`config.mk`:
```
export PLATFORM = sky130hd
export DESIGN_NAME = port_block_allocator_core
export DESIGN_NICKNAME = d
export VERILOG_FILES = /design/src/hw/rtl/pba_pkg.sv /design/src/hw/rtl/pba_div.sv /design/src/hw/rtl/pba_dp.sv /design/src/hw/rtl/pba_ctrl.sv /design/src/hw/rtl/port_block_allocator_core.sv
export VERILOG_INCLUDE_DIRS = /design/src /design/src/hw/rtl
export SDC_FILE = /design/constraint.sdc
export NUM_CORES = 1
export LEC_CHECK = 0
export ABC_AREA = 0
export BUFFER_PORTS_ARGS = -buffer_cell sky130_fd_sc_hd__buf_2
export CORE_MARGIN = 10
export CORE_UTILIZATION = 50
export CTS_CLUSTER_SIZE = 8
export DETAILED_ROUTE_END_ITERATION = 6
export HOLD_SLACK_MARGIN = 0.12
export PLACE_DENSITY = 0.67
export SYNTH_ARGS = -nofsm -noshare
export SYNTH_HDL_FRONTEND = slang
export SYNTH_SLANG_ARGS = --single-unit
export TNS_END_PERCENT = 50
```
`constraint.sdc`:
```
create_clock -name clock -period 9.7 [get_ports clock]
set_input_delay 0.485 -clock clock [delete_from_list [all_inputs] [get_ports clock]]
set_output_delay 0.485 -clock clock [all_outputs]
set_load 0.01 [all_outputs]
```
`src/hw/rtl/port_block_allocator_core_defines.svh`:
```
// Assertion helpers shared by the allocator RTL.
`ifndef PORT_BLOCK_ALLOCATOR_CORE_DEFINES_SVH
`define PORT_BLOCK_ALLOCATOR_CORE_DEFINES_SVH

// Same-cycle implication, disabled during reset.
`define PBA_ASSERT_NOW(label, clk, rst, ante, cons, msg) \
   label: assert property (@(posedge clk) disable iff (rst) (ante) |-> (cons)) \
      else $error(msg);

// Next-cycle implication, disabled during reset.
`define PBA_ASSERT_NEXT(label, clk, rst, ante, cons, msg) \
   label: assert property (@(posedge clk) disable iff (rst) (ante) |=> (cons)) \
      else $error(msg);

`endif

```
`src/hw/rtl/pba_pkg.sv`:
```
package pba_pkg;

   localparam int MaxBlocks = 64;
   localparam int BlkIdxW   = $clog2(MaxBlocks);
   localparam int NblkW     = $clog2(MaxBlocks + 1);
   localparam int CntW      = 7;
   localparam int PortW     = 16;
   localparam int DivCntW   = $clog2(PortW);
   localparam int GroupSize = 8;
   localparam int GrpBitW   = $clog2(GroupSize);
   localparam int NumGroups = (MaxBlocks + GroupSize - 1) / GroupSize;
   localparam int GrpW      = (NumGroups > 1) ? $clog2(NumGroups) : 1;
   localparam int ScanW     = GrpW + GrpBitW;
   localparam int CmpW      = (ScanW > NblkW) ? ScanW : NblkW;
   localparam int StatusW   = 3;
   localparam int CsrIdxW   = 2;

   localparam logic [StatusW-1:0] StOk       = 3'd0;
   localparam logic [StatusW-1:0] StNoneFree = 3'd1;
   localparam logic [StatusW-1:0] StCountBig = 3'd2;
   localparam logic [StatusW-1:0] StBadPort  = 3'd3;
   localparam logic [StatusW-1:0] StNotTaken = 3'd4;

   localparam logic [CsrIdxW-1:0] CsrMinPort   = 2'd0;
   localparam logic [CsrIdxW-1:0] CsrMaxPort   = 2'd1;
   localparam logic [CsrIdxW-1:0] CsrBlockSize = 2'd2;

   localparam logic [PortW-1:0] BlockSizeReset = 16'd10;

   localparam logic KindAlloc = 1'b0;

   typedef struct packed {
      logic             kind;
      logic [PortW-1:0] port_count;
      logic [PortW-1:0] range_low_port;
   } req_type;

   typedef struct packed {
      logic [StatusW-1:0] status;
      logic [PortW-1:0]   low_port;
      logic [PortW-1:0]   high_port;
      logic [CntW-1:0]    taken_count;
   } rsp_type;

   typedef struct packed {
      logic               latch_req;
      logic               div_span;
      logic               div_port;
      logic               load_nblk;
      logic               zero_nblk;
      logic               scan_start;
      logic               scan_step;
      logic               grant_mul;
      logic               grant_fin;
      logic               free_clear;
      logic               set_status;
      logic [StatusW-1:0] status;
      logic               load_out;
   } cmd_type;

   typedef struct packed {
      logic kind;
      logic span_ok;
      logic count_big;
      logic port_bad;
      logic nblk_zero;
      logic total_zero;
      logic div_done;
      logic scan_hit;
      logic scan_last;
      logic free_bad;
      logic free_taken;
   } stat_type;

endpackage

```
`src/hw/rtl/pba_div.sv`:
```
// Restoring divider, one quotient bit per cycle. divisor must be nonzero.
module pba_div (
   input  logic                      clock,
   input  logic                      reset,
   input  logic                      start,
   input  logic [pba_pkg::PortW-1:0] dividend,
   input  logic [pba_pkg::PortW-1:0] divisor,
   output logic                      done,
   output logic [pba_pkg::PortW-1:0] quotient,
   output logic [pba_pkg::PortW-1:0] remainder
);

   logic                        busy_ff, busy_in;
   logic                        done_ff, done_in;
   logic [pba_pkg::DivCntW-1:0] cnt_ff, cnt_in;
   logic [pba_pkg::PortW-1:0]   quo_ff, quo_in;
   logic [pba_pkg::PortW-1:0]   rem_ff, rem_in;
   logic [pba_pkg::PortW-1:0]   dsr_ff, dsr_in;
   logic [pba_pkg::PortW:0]     trial;
   logic [pba_pkg::PortW:0]     diff;
   logic                        ge;

   assign trial = {rem_ff, quo_ff[pba_pkg::PortW-1]};
   assign ge    = trial >= {1'b0, dsr_ff};
   assign diff  = trial - {1'b0, dsr_ff};

   always_comb begin
      busy_in = busy_ff;
      done_in = 1'b0;
      cnt_in  = cnt_ff;
      quo_in  = quo_ff;
      rem_in  = rem_ff;
      dsr_in  = dsr_ff;
      if (start) begin
         busy_in = 1'b1;
         cnt_in  = '0;
         quo_in  = dividend;
         rem_in  = '0;
         dsr_in  = divisor;
      end else if (busy_ff) begin
         quo_in = {quo_ff[pba_pkg::PortW-2:0], ge};
         rem_in = ge ? diff[pba_pkg::PortW-1:0] : trial[pba_pkg::PortW-1:0];
         cnt_in = cnt_ff + pba_pkg::DivCntW'(1);
         if (cnt_ff == pba_pkg::DivCntW'(pba_pkg::PortW - 1)) begin
            busy_in = 1'b0;
            done_in = 1'b1;
         end
      end
   end

   always_ff @(posedge clock) begin
      if (reset) begin
         busy_ff <= 1'b0;
         done_ff <= 1'b0;
         cnt_ff  <= '0;
      end else begin
         busy_ff <= busy_in;
         done_ff <= done_in;
         cnt_ff  <= cnt_in;
      end
   end

   always_ff @(posedge clock) begin
      quo_ff <= quo_in;
      rem_ff <= rem_in;
      dsr_ff <= dsr_in;
   end

   assign done      = done_ff;
   assign quotient  = quo_ff;
   assign remainder = rem_ff;

endmodule

```
`src/hw/rtl/pba_dp.sv`:
```
`include "port_block_allocator_core_defines.svh"

module pba_dp (
   input  logic                        clock,
   input  logic                        reset,
   input  logic                        csr_we,
   input  logic [pba_pkg::CsrIdxW-1:0] csr_index,
   input  logic [pba_pkg::PortW-1:0]   csr_wdata,
   input  pba_pkg::req_type            req_data,
   input  pba_pkg::cmd_type            cmd,
   output pba_pkg::stat_type           stat,
   output pba_pkg::rsp_type            rsp_data
);

   logic [pba_pkg::PortW-1:0]     min_ff, max_ff, bs_ff;
   logic [pba_pkg::MaxBlocks-1:0] taken_ff, taken_in;
   logic [pba_pkg::CntW-1:0]      total_ff, total_in;
   pba_pkg::req_type              req_ff;
   logic [pba_pkg::NblkW-1:0]     nblk_ff;
   logic [pba_pkg::GrpW-1:0]      grp_ff;
   logic [pba_pkg::BlkIdxW-1:0]   idx_ff;
   logic [pba_pkg::PortW-1:0]     prod_ff;
   logic [pba_pkg::StatusW-1:0]   st_ff;
   logic [pba_pkg::PortW-1:0]     lo_ff, hi_ff;
   pba_pkg::rsp_type              out_ff;

   logic                                        cfg_hit;
   logic                                        div_start, div_done;
   logic [pba_pkg::PortW-1:0]                   div_dend, div_q, div_r;
   logic [pba_pkg::NblkW-1:0]                   nblk_calc;
   logic [pba_pkg::GroupSize-1:0]               scan_cand;
   logic [pba_pkg::GrpBitW-1:0]                 hit_k;
   logic [pba_pkg::BlkIdxW-1:0]                 hit_idx;
   logic [pba_pkg::BlkIdxW+pba_pkg::PortW-1:0]  prod_full;
   logic [pba_pkg::PortW-1:0]                   lo_calc, hi_calc;
   logic [pba_pkg::PortW:0]                     end_calc;

   assign cfg_hit = csr_we && (csr_index == pba_pkg::CsrMinPort ||
                               csr_index == pba_pkg::CsrMaxPort ||
                               csr_index == pba_pkg::CsrBlockSize);

   assign div_start = cmd.div_span || cmd.div_port;
   assign div_dend  = cmd.div_span ? (max_ff - min_ff) : (req_ff.range_low_port - min_ff);

   pba_div u_div (
      .clock     (clock),
      .reset     (reset),
      .start     (div_start),
      .dividend  (div_dend),
      .divisor   (bs_ff),
      .done      (div_done),
      .quotient  (div_q),
      .remainder (div_r)
   );

   // ceil(span / block_size), capped at the map size
   always_comb begin
      if (div_q >= pba_pkg::PortW'(pba_pkg::MaxBlocks)) begin
         nblk_calc = pba_pkg::NblkW'(pba_pkg::MaxBlocks);
      end else begin
         nblk_calc = pba_pkg::NblkW'(div_q) + pba_pkg::NblkW'(div_r != '0);
      end
   end

   // one group of the map per cycle, lowest free block below the count wins
   always_comb begin
      scan_cand = '0;
      hit_k     = '0;
      for (int k = 0; k < pba_pkg::GroupSize; k++) begin
         if (pba_pkg::CmpW'({grp_ff, pba_pkg::GrpBitW'(k)}) < pba_pkg::CmpW'(nblk_ff)) begin
            scan_cand[k] = ~taken_ff[pba_pkg::BlkIdxW'({grp_ff, pba_pkg::GrpBitW'(k)})];
         end
      end
      for (int k = pba_pkg::GroupSize - 1; k >= 0; k--) begin
         if (scan_cand[k]) begin
            hit_k = pba_pkg::GrpBitW'(k);
         end
      end
   end

   assign hit_idx   = pba_pkg::BlkIdxW'({grp_ff, hit_k});
   assign prod_full = idx_ff * bs_ff;

   // last block is cut short at the end of the span
   assign lo_calc  = min_ff + prod_ff;
   assign end_calc = {1'b0, lo_calc} + {1'b0, bs_ff};
   assign hi_calc  = (end_calc > {1'b0, max_ff}) ? (max_ff - pba_pkg::PortW'(1))
                                                 : (end_calc[pba_pkg::PortW-1:0]
                                                    - pba_pkg::PortW'(1));

   always_comb begin
      taken_in = taken_ff;
      total_in = total_ff;
      if (cmd.grant_fin) begin
         taken_in[idx_ff] = 1'b1;
         total_in         = total_ff + pba_pkg::CntW'(1);
      end
      if (cmd.free_clear) begin
         taken_in[div_q[pba_pkg::BlkIdxW-1:0]] = 1'b0;
         total_in                              = total_ff - pba_pkg::CntW'(1);
      end
      if (cfg_hit) begin
         taken_in = '0;
         total_in = '0;
      end
   end

   always_ff @(posedge clock) begin
      if (reset) begin
         min_ff   <= '0;
         max_ff   <= '0;
         bs_ff    <= pba_pkg::BlockSizeReset;
         taken_ff <= '0;
         total_ff <= '0;
      end else begin
         taken_ff <= taken_in;
         total_ff <= total_in;
         if (csr_we) begin
            case (csr_index)
               pba_pkg::CsrMinPort:   min_ff <= csr_wdata;
               pba_pkg::CsrMaxPort:   max_ff <= csr_wdata;
               pba_pkg::CsrBlockSize: bs_ff  <= csr_wdata;
               default: ;
            endcase
         end
      end
   end

   always_ff @(posedge clock) begin
      if (cmd.latch_req) begin
         req_ff <= req_data;
      end
      if (cmd.zero_nblk) begin
         nblk_ff <= '0;
      end else if (cmd.load_nblk) begin
         nblk_ff <= nblk_calc;
      end
      if (cmd.scan_start) begin
         grp_ff <= '0;
      end else if (cmd.scan_step) begin
         grp_ff <= grp_ff + pba_pkg::GrpW'(1);
         idx_ff <= hit_idx;
      end
      if (cmd.grant_mul) begin
         prod_ff <= prod_full[pba_pkg::PortW-1:0];
      end
      if (cmd.set_status) begin
         st_ff <= cmd.status;
      end
      if (cmd.latch_req) begin
         lo_ff <= '0;
         hi_ff <= '0;
      end else if (cmd.grant_fin) begin
         lo_ff <= lo_calc;
         hi_ff <= hi_calc;
      end
      if (cmd.load_out) begin
         out_ff.status      <= st_ff;
         out_ff.low_port    <= lo_ff;
         out_ff.high_port   <= hi_ff;
         out_ff.taken_count <= total_ff;
      end
   end

   assign rsp_data = out_ff;

   always_comb begin
      stat.kind       = req_ff.kind;
      stat.span_ok    = (bs_ff != '0) && (max_ff > min_ff);
      stat.count_big  = req_ff.port_count > bs_ff;
      stat.port_bad   = (bs_ff == '0) || (req_ff.range_low_port < min_ff);
      stat.nblk_zero  = nblk_ff == '0;
      stat.total_zero = total_ff == '0;
      stat.div_done   = div_done;
      stat.scan_hit   = |scan_cand;
      stat.scan_last  = grp_ff == pba_pkg::GrpW'(pba_pkg::NumGroups - 1);
      stat.free_bad   = (div_r != '0) || (div_q >= pba_pkg::PortW'(nblk_ff));
      stat.free_taken = taken_ff[div_q[pba_pkg::BlkIdxW-1:0]];
   end

   `PBA_ASSERT_NOW(a_total_matches_map, clock, reset, 1'b1, total_ff == pba_pkg::CntW'($countones(taken_ff)), "taken count disagrees with block map")
   `PBA_ASSERT_NOW(a_grant_free_block, clock, reset, cmd.grant_fin, !taken_ff[idx_ff], "granting a block that is already taken")
   `PBA_ASSERT_NOW(a_free_taken_block, clock, reset, cmd.free_clear, taken_ff[div_q[pba_pkg::BlkIdxW-1:0]], "freeing a block that is not taken")

endmodule

```
`src/hw/rtl/pba_ctrl.sv`:
```
`include "port_block_allocator_core_defines.svh"

module pba_ctrl (
   input  logic              clock,
   input  logic              reset,
   input  logic              req_valid,
   output logic              req_stall,
   output logic              rsp_valid,
   input  logic              rsp_stall,
   input  pba_pkg::stat_type stat,
   output pba_pkg::cmd_type  cmd
);

   localparam logic [3:0] StIdle   = 4'd0;
   localparam logic [3:0] StChk    = 4'd1;
   localparam logic [3:0] StDspan  = 4'd2;
   localparam logic [3:0] StDecide = 4'd3;
   localparam logic [3:0] StScan   = 4'd4;
   localparam logic [3:0] StGmul   = 4'd5;
   localparam logic [3:0] StGfin   = 4'd6;
   localparam logic [3:0] StDport  = 4'd7;
   localparam logic [3:0] StFchk   = 4'd8;
   localparam logic [3:0] StFinish = 4'd9;

   logic [3:0] state_ff, state_in;
   logic       rsp_valid_ff, rsp_valid_in;

   always_comb begin
      state_in = state_ff;
      cmd      = '0;
      case (state_ff)
         StIdle: begin
            if (req_valid) begin
               cmd.latch_req = 1'b1;
               state_in      = StChk;
            end
         end
         StChk: begin
            if (stat.span_ok) begin
               cmd.div_span = 1'b1;
               state_in     = StDspan;
            end else begin
               cmd.zero_nblk = 1'b1;
               state_in      = StDecide;
            end
         end
         StDspan: begin
            if (stat.div_done) begin
               cmd.load_nblk = 1'b1;
               state_in      = StDecide;
            end
         end
         StDecide: begin
            if (stat.kind == pba_pkg::KindAlloc) begin
               if (stat.count_big) begin
                  cmd.set_status = 1'b1;
                  cmd.status     = pba_pkg::StCountBig;
                  state_in       = StFinish;
               end else if (stat.nblk_zero) begin
                  cmd.set_status = 1'b1;
                  cmd.status     = pba_pkg::StNoneFree;
                  state_in       = StFinish;
               end else begin
                  cmd.scan_start = 1'b1;
                  state_in       = StScan;
               end
            end else begin
               if (stat.total_zero) begin
                  cmd.set_status = 1'b1;
                  cmd.status     = pba_pkg::StNotTaken;
                  state_in       = StFinish;
               end else if (stat.port_bad) begin
                  cmd.set_status = 1'b1;
                  cmd.status     = pba_pkg::StBadPort;
                  state_in       = StFinish;
               end else begin
                  cmd.div_port = 1'b1;
                  state_in     = StDport;
               end
            end
         end
         StScan: begin
            cmd.scan_step = 1'b1;
            if (stat.scan_hit) begin
               state_in = StGmul;
            end else if (stat.scan_last) begin
               cmd.set_status = 1'b1;
               cmd.status     = pba_pkg::StNoneFree;
               state_in       = StFinish;
            end
         end
         StGmul: begin
            cmd.grant_mul = 1'b1;
            state_in      = StGfin;
         end
         StGfin: begin
            cmd.grant_fin  = 1'b1;
            cmd.set_status = 1'b1;
            cmd.status     = pba_pkg::StOk;
            state_in       = StFinish;
         end
         StDport: begin
            if (stat.div_done) begin
               state_in = StFchk;
            end
         end
         StFchk: begin
            cmd.set_status = 1'b1;
            if (stat.free_bad) begin
               cmd.status = pba_pkg::StBadPort;
            end else if (!stat.free_taken) begin
               cmd.status = pba_pkg::StNotTaken;
            end else begin
               cmd.free_clear = 1'b1;
               cmd.status     = pba_pkg::StOk;
            end
            state_in = StFinish;
         end
         StFinish: begin
            // wait for the result register to drain
            if (!rsp_valid_ff || !rsp_stall) begin
               cmd.load_out = 1'b1;
               state_in     = StIdle;
            end
         end
         default: begin
            state_in = StIdle;
         end
      endcase
   end

   always_comb begin
      rsp_valid_in = rsp_valid_ff && rsp_stall;
      if (cmd.load_out) begin
         rsp_valid_in = 1'b1;
      end
   end

   always_ff @(posedge clock) begin
      if (reset) begin
         state_ff     <= StIdle;
         rsp_valid_ff <= 1'b0;
      end else begin
         state_ff     <= state_in;
         rsp_valid_ff <= rsp_valid_in;
      end
   end

   assign req_stall = state_ff != StIdle;
   assign rsp_valid = rsp_valid_ff;

   `PBA_ASSERT_NEXT(a_accept_starts_item, clock, reset, req_valid && !req_stall, state_ff == StChk, "accepted request did not start processing")
   `PBA_ASSERT_NOW(a_no_result_overwrite, clock, reset, cmd.load_out, !rsp_valid_ff || !rsp_stall, "result register overwritten while stalled")

endmodule

```
`src/hw/rtl/port_block_allocator_core.sv`:
```
// Channel   Direction  Handshake         Payload
// req_      in         req_valid/stall   kind, port_count, range_low_port
// rsp_      out        rsp_valid/stall   status, low_port, high_port, taken_count
// csr_      in         csr_we            csr_index, csr_wdata (no wait, no read-back)
//
// One request at a time. Each division runs on the bit-serial divider: span /
// block_size on a request whose span is valid, offset / block_size on a free
// that passes its checks; an allocate then scans the map one group at a time.
// Reset is synchronous and frees every block; no clearing pass is needed.
// A finished result sits in the output register; the next request is taken
// while it waits, and only the following result waits on rsp_stall.
module port_block_allocator_core (
   input  logic                        clock,
   input  logic                        reset,
   input  logic                        req_valid,
   output logic                        req_stall,
   input  pba_pkg::req_type            req_data,
   output logic                        rsp_valid,
   input  logic                        rsp_stall,
   output pba_pkg::rsp_type            rsp_data,
   input  logic                        csr_we,
   input  logic [pba_pkg::CsrIdxW-1:0] csr_index,
   input  logic [pba_pkg::PortW-1:0]   csr_wdata
);

   pba_pkg::cmd_type  cmd;
   pba_pkg::stat_type stat;

   pba_ctrl u_ctrl (
      .clock     (clock),
      .reset     (reset),
      .req_valid (req_valid),
      .req_stall (req_stall),
      .rsp_valid (rsp_valid),
      .rsp_stall (rsp_stall),
      .stat      (stat),
      .cmd       (cmd)
   );

   pba_dp u_dp (
      .clock     (clock),
      .reset     (reset),
      .csr_we    (csr_we),
      .csr_index (csr_index),
      .csr_wdata (csr_wdata),
      .req_data  (req_data),
      .cmd       (cmd),
      .stat      (stat),
      .rsp_data  (rsp_data)
   );

endmodule
```
# --- Word-level counts from Yosys, hierarchy flattened ---
# Index checks and enable logic that the tools add are counted.
op_classes:
  add_sub_neg: 12
  n_mul: 1
  order_cmp: 27
  eq_ne: 18
  mux: 99
  bitwise_logic: 13
  reduce_logical: 35
op_table:
  columns: ["cell", "n"]
  rows:
  - ["two-way mux 64 bit", 2]
  - ["two-way mux 16 bit", 5]
  - ["two-way mux 4 bit", 18]
  - ["less-than comparator 6 x 7 -> 1 bit, second input constant", 10]
  - ["AND 64 bit", 1]
  - ["inverter 64 bit", 1]
  - ["OR 64 bit", 1]
  - ["less-than comparator 6 x 7 -> 1 bit", 8]
  - ["two-way mux 1 bit", 50]
  - ["subtractor 16 bit", 3]
  - ["case mux 4 bit (9 select lines)", 1]
  - ["greater-than comparator 16 bit", 2]
  - ["nonzero test 16 bit", 2]
  - ["subtractor 16 x 1 -> 16 bit, second input constant", 2]
  - ["binary-select mux 1 bit (select 3 bit)", 8]
  - ["two-way mux 7 bit", 3]
  - ["two-way mux 3 bit", 6]
  - ["adder 16 x 16 -> 17 bit", 1]
  - ["greater-or-equal comparator 17 x 16 -> 1 bit", 1]
  - ["greater-than comparator 17 x 16 -> 1 bit", 1]
  - ["adder 16 bit", 1]
  - ["== test 4 x 3 -> 1 bit, second input constant", 4]
  - ["greater-or-equal comparator 16 x 7 -> 1 bit", 1]
  - ["greater-or-equal comparator 16 x 7 -> 1 bit, second input constant", 1]
  - ["37 further kinds", 72]
totals:
  ff_bits: 320
  out_inout_bits: 44
  elab_cells: 235

# --- Depth between registers and ports, before layout ---
# Gate-level depths: netlist (run 1).
logic_depth:
  word_depth: 11
  mapped_depth: 35
  ltp_nobuf: 31

# --- By module ---
# A second synthesis (run 1) with hierarchy kept.
hier_totals:
  hier_cells: 2309
  area_unflattened_um2: 21025.2
by_module_without_submodules:
  columns: ["module", "n_inst", "cells_per_inst", "area_per_inst_um2"]
  rows:
  - ["pba_dp", 1, 1916, 17319.1]
  - ["pba_div", 1, 310, 3121.7]
  - ["pba_ctrl", 1, 83, 584.3]

# --- Worst setup path after synthesis (run 1) ---
# OpenSTA, ideal clock, no wires.
synth_path:
  kind: "reg2reg"
  startpoint: "register u_dp.min_ff[0] in the netlist's numbering"
  endpoint: "register u_dp.hi_ff[14] in the netlist's numbering"
  setup_ns: 0.120
  arrival_ns: 6.656
  required_ns: 9.580
  setup_slack_ns: 2.924
  stages_incl_launch_ff: 36
  synth_period_minus_slack_ns: 6.776
  cell_sequence: "dfxtp_1 ha_1 inv_1 fa_1 nor2b_1 o21ai_0 a21bo_2 a21oi_1 a41o_1 nor2_1 xnor2_1 ha_1 and3_1 and3_1 and3_1 or2_4 xnor2_1 inv_1 ha_1 nand4_1 or4b_1 o31ai_1 a31oi_1 a31oi_4 buf_2 buf_6 buf_2 nor2_1 a21oi_1 ha_1 clkbuf_1 nand2_1 mux2_2 a221oi_1 nor3b_1 nor3_1"
synth_between:
  elab_chain_len: 4
synth_lines:
  columns: ["element", "line", "rtl"]
  rows:
  - ["start: declaration", "pba_dp.sv:15", "logic [pba_pkg::PortW-1:0] min_ff, max_ff, bs_ff;"]
  - ["start signal: assignment", "pba_dp.sv:120", "pba_pkg::CsrMinPort: min_ff <= csr_wdata;"]
  - ["adder 16 bit *", "pba_dp.sv:85", "assign lo_calc = min_ff + prod_ff;"]
  - ["named net u_dp.lo_calc (one bit)", "pba_dp.sv:35", "logic [pba_pkg::PortW-1:0] lo_calc, hi_calc;"]
  - ["adder 16 x 16 -> 17 bit *", "pba_dp.sv:86", "assign end_calc = {1'b0, lo_calc} + {1'b0, bs_ff};"]
  - ["subtractor 16 x 1 -> 16 bit / greater-than comparator 17 x 16 -> 1 bit (equally long branches)", "pba_dp.sv:89, pba_dp.sv:87", null]
  - ["two-way mux 16 bit *", "pba_dp.sv:87", "assign hi_calc = (end_calc > {1'b0, max_ff}) ? (max_ff - pba_pkg::PortW'(1))"]
  - ["end signal: assignment", "pba_dp.sv:155", "hi_ff <= hi_calc;"]
  - ["end: declaration", "pba_dp.sv:24", "logic [pba_pkg::PortW-1:0] lo_ff, hi_ff;"]
# The timed path passes the listed nets; every way through them passes the cells marked *.
# A chain may end at the register's enable or synchronous reset.

# --- Final worst setup path (run 1) ---
layout_path:
  startpoint: "register u_dp.min_ff[1] in the netlist's numbering"
  endpoint: "register u_dp.hi_ff[14] in the netlist's numbering"
# Same word-level chain as after synthesis.

==> summary.txt, run 1 <==
Timing
  • Clock Skews: roughly 22 ps
  • Sum of negative setup slack: 0 ps
  • Final hold vios: 0
  • Peak Freq: 135.5 MHz
  • Worst setup margin: approximately 2300 ps
  • RSZ-0062 raised after global routing: false
  • Final hold slack: 189.4 ps
  • Slew Viols, Final: 0
  • Relative slew slack: 0.1506
  • Tcrit/Tclk final: 0.7610
  • Setup Viol. Count Final: 0
  • Worst Tran Pin Value: around 1300 ps
  • Fin crit period: 7382 ps

Clocking
  • Clock sink count: 320
  • Post-CTS Resized: 0
  • Post-CTS Hold Buffers: 33
  • Post-CTS Setup Bufs: 0
  • Clock Latency Late Sink: 590 ps
  • CTS tree: done
  • Worst-path clk slew: 60 ps
  • Num CTS Buffers: 47
  • H-tree levels: 2
  • Clock root buffer: clkbuf_16
  • Max clock buf depth: 3

Setup path
  • Crit path kind: reg -> reg
  • Worst Setup SP: u_dp.min_ff[1]
  • Critical Path Sink: u_dp.hi_ff[14]
  • Crit path buf inv count: 2
  • CP max-delay cell: or4b_1
  • Max FO, Critical Path: 40
  • R2R Path Start: u_dp.min_ff[1]
  • Critical path depth: 30
  • R2R cell count: 30
  • CP Launch Type: register
  • FF-to-FF End: u_dp.hi_ff[14]
  • Delay-heaviest family, CP: compound AO/OA/AOI/OAI gates
  • Crit end category: register
  • Arr. time, crit path: just under 8000 ps
  • Worst endpoint required time: approximately 10,000 ps
  • CP max stage delay: ~530 ps
  • FF-to-FF setup slack: 2320 ps

Global routing
  • Total gr overflow: 0
  • Vias in the first global route: about 18k
  • Initial antenna violation count: 5
  • First-pass GRT wire length: 101,500 um
  • Overall Global Routing Usage: 0.2529
  • Largest net degree at the start of global routing: between 70 and 80

Finish
  • Commonest non-fill, non-tap cell in the layout: nand2_1
  • Share of cells above drive strength 1: 0.09824
  • Most frequent cells in the layout: nand2_1 (301), nor2_1 (204), dfxtp_1 (187)
  • Final Cell Area: roughly 0.024 mm^2
  • P&R area growth vs syn: 12.54%
  • Final net count: about 2.7k

Worst hold path
  • Hold WC Path Type: in -> reg

Run
  • Maximum Capacitance Violations: 0

Die
  • I/O pin cnt: 100
  • Die span in x: 225.6 um
  • Core Box Area: 0.04185 mm^2
  • Die H: roughly 230 um
  • DIE AREA: roughly 0.051 mm^2
  • Rows: between 70 and 80
  • Initial Util: 0.5048

Synth
  • Synth Register Bits: 320
  • Post-synth EDFFs: roughly 130
  • Seq/Total Area, Yosys: 0.3658
  • Ys Warns: 0
  • Syn_area_per_cell: between 8 and 9 um^2
  • Post-synth ARST share: 0
  • Synth Net Count: roughly 2.6k
  • Mapped Cells: around 2.4k
  • Cell variety after synth: 84
  • Mapped Area: about 0.021 mm^2
  • Main synth FF type: dfxtp_1

Power and ir drop
  • Worst vdd ir: roughly 0.00014 V
  • PwrDens: 203.6 mW/mm^2
  • Leak Pwr: ~0.0094 uW

Detailed routing
  • Remaining DRCs: 0
  • Top Layer Used: met5
  • Detailed-route via count: about 19k
  • Drt pass-1 iters: 6
  • Iter 0 DRT Violations: 2,070
  • Routed Antenna Nets: 0
  • Vias per inst: ~6
  • Routed wire length on met3: about 6000 um
  • WL final: between 60,000 and 70,000 um
  • Avg WL per Cell: approximately 21 um
  • Metal-1 WL: roughly 28,000 um
  • Met2 wire len: about 29,000 um

Place
  • I/O Buffers: 99
  • Placer Congestion: ~0.94
  • Pre-CTS setup slack: 2379 ps
  • DP HPWL: 46,870 um
  • Placed cell area: 0.02206 mm^2

Outcome
  • Status: complete, no violations
## registers in the layout, summed over array words and instances (netlist names), 3 cells and up
signal,flops
u_ctrl.state_ff,4
u_dp.bs_ff,16
u_dp.grp_ff,3
u_dp.hi_ff,16
u_dp.idx_ff,6
u_dp.lo_ff,16
u_dp.max_ff,16
u_dp.min_ff,16
u_dp.nblk_ff,7
u_dp.prod_ff,16
u_dp.req_ff,32
u_dp.rsp_data,42
u_dp.st_ff,3
u_dp.taken_ff,64
u_dp.total_ff,7
u_dp.u_div.cnt_ff,4
u_dp.u_div.dsr_ff,16
u_dp.u_div.quotient,16
u_dp.u_div.remainder,16
## per-layer routing
metal | track usage | vias up
met3 | 0.04945 | 122
met4 | 0.07778 | 6
li1 | - | 8688
met5 | 0 | -
met1 | 0.3496 | 8866
met2 | 0.3916 | 851
## Yosys cell counts (all sizes together), types with 9 or more instances
cell type | number | area share
a211o | 10 | 0.0041
a211oi | 29 | 0.011
a21o | 38 | 0.014
a21oi | 168 | 0.040
a31oi | 75 | 0.023
and2 | 25 | 0.0074
and3 | 11 | 0.0033
buf | 38 | 0.0097
clkbuf | 78 | 0.014
dfxtp | 188 | 0.18
edfxtp | 132 | 0.19
fa | 51 | 0.048
ha | 153 | 0.091
inv | 156 | 0.028
mux2 | 11 | 0.0059
mux2i | 49 | 0.023
mux4 | 20 | 0.021
nand2 | 301 | 0.053
nand2b | 18 | 0.0053
nand3 | 37 | 0.0088
nand3b | 11 | 0.0039
nand4 | 27 | 0.0080
nor2 | 205 | 0.036
nor2b | 28 | 0.0083
nor3 | 53 | 0.013
nor3b | 12 | 0.0045
nor4 | 17 | 0.0053
o211ai | 18 | 0.0064
o21a | 15 | 0.0053
o21ai | 154 | 0.036
o31ai | 9 | 0.0032
or3 | 14 | 0.0041
xnor2 | 67 | 0.028
xor2 | 34 | 0.014
## how the worst min path moves through the flow
stage | slack, ps | to | start | cells past startpoint
finish | 190 | u_dp.bs_ff[13] | csr_wdata[13] | 3
floorplan | 400 | u_dp.rsp_data[39] | u_dp.st_ff[0] | 0
global placement | 410 | u_dp.rsp_data[39] | u_dp.st_ff[0] | 0
CTS | 160 | u_dp.bs_ff[13] | csr_wdata[13] | 3
global route | 190 | u_dp.max_ff[14] | csr_wdata[14] | 3
detailed placement | 410 | u_dp.rsp_data[40] | u_dp.st_ff[1] | 0
## layout make-up
class / instances / area (um^2)
antenna: 1 / 2.502
clock buffer: 76 / 1346
clock inverter: 3 / 33.78
fill: 3720 / 18080
inverter: 156 / 585.6
multi-input combinational: 1778 / 12360
sequential: 320 / 7729
tap: 539 / 674.4
timing repair buffer: 161 / 1044
## power by group
group | switching [uW] | total [uW] | internal (uW)
Sequential | 170 | 1730 | 1560
Clock | 610 | 1550 | 937
Combinational | 942 | 1560 | 622
## metrics by stage
step	power, uW	std cells	util
3_3_place_gp	3242	2921	0.5271
6_report	4840	3034	0.5680
3_5_place_dp	3274	2921	0.5271
4_1_cts	4841	3033	0.5680
2_1_floorplan	2858	2370	-
5_1_grt	5106	3033	0.5680
## cells by family after synthesis
family / count (synthesis) / synth area share
buffers and inverters: 272 / 0.05129
multiplexers: 80 / 0.05040
adder cells (fa/ha/maj): 204 / 0.1389
XOR/XNOR: 101 / 0.04187
flip-flops: 320 / 0.3658
AO/OA/AOI/OAI: 603 / 0.1779
AND/OR/NAND/NOR: 790 / 0.1738
## worst register-to-register path, delay by kind of cell (launching register included)
family                   cells  cell delay [ps]
AO/OA/AOI/OAI               10             2240
AND/OR/NAND/NOR             12             2200
adder cells (fa/ha/maj)      4             1320
buffers and inverters        2              530
flip-flops                   1              450
multiplexers                 1              310
XOR/XNOR                     1              210
Note: power is estimated with default switching activity, not from simulation.
==> inputs of run 2 (changes only) <==
==> constraint.sdc (replaced) <==
create_clock -name clock -period 7.6 [get_ports clock]
set_input_delay 0.38 -clock clock [delete_from_list [all_inputs] [get_ports clock]]
set_output_delay 0.38 -clock clock [all_outputs]
set_load 0.01 [all_outputs]
==> run 2 against run 1 <==
Effect of this change:
- largest power group unchanged
- via count fell by 0.48%
- hold slack improved by 150 ps
- highest routed layer unchanged
- final area rose by 0.66%
- die area did not move
- flip-flop and latch count did not move
- clock skew fell by 5.5 ps
==> summary.txt, run 2 (synthesis results as in run 1) <==
Outcome
  • Status: complete, no violations

Die
  • I/O pin cnt: 100
  • DIE AREA: 0.05087 mm^2
  • Core Box Area: approximately 0.042 mm^2
  • Rows: between 70 and 80
  • Initial Util: 0.5048
  • Die span in x: 225.6 um
  • Die H: ~230 um

Global routing
  • First-pass GRT wire length: 101,200 um
  • Vias in the first global route: ~18k
  • Initial antenna violation count: 3
  • Total gr overflow: 0
  • Overall Global Routing Usage: 0.2542
  • Largest net degree at the start of global routing: just over 70

Setup path
  • Worst endpoint required time: 8060 ps
  • Critical Path Sink: u_dp.hi_ff[14]
  • CP max-delay cell: or4b_1
  • FF-to-FF setup slack: 500 ps
  • CP Launch Type: register
  • Max FO, Critical Path: 8
  • Worst Setup SP: u_dp.min_ff[1]
  • Crit end category: register
  • R2R cell count: 30
  • Arr. time, crit path: between 7000 and 8000 ps
  • R2R Path Start: u_dp.min_ff[1]
  • CP max stage delay: between 500 and 600 ps
  • FF-to-FF End: u_dp.hi_ff[14]
  • Crit path kind: reg -> reg

Timing
  • Relative slew slack: 0.1071
  • Fin crit period: approximately 7100 ps
  • Tcrit/Tclk final: 0.9347
  • Peak Freq: roughly 140 MHz
  • Slew Viols, Final: 0
  • Setup Viol. Count Final: 0
  • Final hold vios: 0
  • Sum of negative setup slack: 0 ps
  • Worst Tran Pin Value: around 1300 ps
  • RSZ-0062 raised after global routing: false
  • Worst setup margin: between 400 and 500 ps
  • Clock Skews: between 15 and 20 ps

Finish
  • P&R area growth vs syn: 13.28%
  • Share of cells above drive strength 1: 0.09785
  • Biggest register: u_dp.taken_ff
  • Commonest non-fill, non-tap cell in the layout: nand2_1
  • Final Cell Area: 0.02393 mm^2
  • Max reg flops: 64
  • Final net count: about 2.7k
  • Most frequent cells in the layout: nand2_1 (301), nor2_1 (204), dfxtp_1 (187)

Clocking
  • Max clock buf depth: 3
  • Num CTS Buffers: 46
  • Worst-path clk slew: around 50 ps
  • Post-CTS Setup Bufs: 0
  • H-tree levels: 2
  • CTS tree: done
  • Clock sink count: between 300 and 400
  • Clock Latency Late Sink: just under 600 ps
  • Clock root buffer: clkbuf_16

Power and ir drop
  • Leak Pwr: approximately 0.0094 uW
  • Worst vdd ir: about 0.00021 V
  • PwrDens: approximately 260 mW/mm^2

Place
  • DP HPWL: approximately 47,000 um
  • Pre-CTS setup slack: 548.4 ps
  • I/O Buffers: a little under 100
  • Placed cell area: between 0.02 and 0.025 mm^2
  • Placer Congestion: around 0.92

Detailed routing
  • Drt pass-1 iters: 5
  • Vias per inst: between 6 and 7
  • Routed Antenna Nets: 0
  • Iter 0 DRT Violations: between 1.5k and 2k
  • WL final: around 65,000 um
  • Avg WL per Cell: approximately 21 um
  • Detailed-route via count: around 18k
  • Remaining DRCs: 0

Run
  • Maximum Capacitance Violations: 0

Worst hold path
  • Hold WC Path Type: in -> reg
## run 2: cell types whose count changed in the layout (fill, tap and decap cells not counted)
| cell | change |
|---|---|
| clkbuf_16 | -2 |
| inv_6 | +1 |
| clkbuf_8 | -3 |
| clkbuf_1 | +3 |
| clkinv_4 | -1 |
| dlygate4sd3_1 | +17 |
| o311ai_1 | -1 |
| bufinv_16 | +1 |
| buf_4 | +4 |
| o311ai_2 | +1 |
## run 2: worst min path at each step
stage	to	startpoint	depth (start not counted)	slack (ps)
detailed placement	u_dp.rsp_data[40]	u_dp.st_ff[1]	0	410
floorplan	u_dp.rsp_data[39]	u_dp.st_ff[0]	0	400
global route	u_dp.min_ff[11]	csr_index[1]	4	380
CTS	u_dp.min_ff[14]	csr_index[0]	4	310
finish	u_dp.min_ff[3]	csr_index[0]	4	340
global placement	u_dp.rsp_data[40]	u_dp.st_ff[1]	0	410
## run 2: metal layers
| layer | track usage | part of all wire | vias to the layer above |
|---|---|---|---|
| li1 | - | - | 8715 |
| met5 | 0 | 0.00025 | - |
| met1 | 0.3470 | 0.44 | 8881 |
| met4 | 0.07146 | 0.024 | 4 |
| met3 | 0.05400 | 0.083 | 106 |
| met2 | 0.3989 | 0.45 | 738 |
## run 2: final cells by class
class                           instances  area (um^2)
Clock buffer                           74         1266
Timing Repair Buffer                  182         1244
Sequential cell                       320         7729
Antenna cell                            1        2.502
Multi-Input combinational cell       1778        12370
Tap cell                              539        674.4
Clock inverter                          4        63.81
Inverter                              156        585.6
Fill cell                            3719        17920
## run 2: stage by stage
step                      instances  hold WS [ps]  utilization  total power [uW]
after global placement         2925         407.2       0.5278              4152
after CTS                      3053         307.4       0.5716              6167
after global routing           3053         384.4       0.5717              6518
after detailed placement       2925         407.4       0.5278              4192
after floorplan                2370         400.3            -              3648
final                          3054         342.0       0.5718              6168
## run 2: worst max-delay path: cells and delay by family (launching register included)
| kind | cells | cell delay [ps] |
|---|---|---|
| adder cells (fa/ha/maj) | 4 | 1450 |
| AND/OR/NAND/NOR | 12 | 2220 |
| AO/OA/AOI/OAI | 9 | 1860 |
| flip-flops | 1 | 450 |
| buffers and inverters | 2 | 220 |
| XOR/XNOR | 2 | 490 |
| multiplexers | 1 | 300 |
## run 2: power by group
| group | total, uW | internal (uW) | switching, uW |
|---|---|---|---|
| sequential | 2180 | 1990 | 190 |
| clock | 1940 | 1160 | 779 |
| combinational | 2050 | 807 | 1240 |
| total | 6170 | 3960 | 2210 |
## run 2: repair_timing
item / 4_1_cts / 5_1_grt
gates resized for setup: 0 / 1
endpoints found under the hold margin: 76 / 0
endpoints found under the setup margin: 0 / 1
hold buffers: 50 / 0
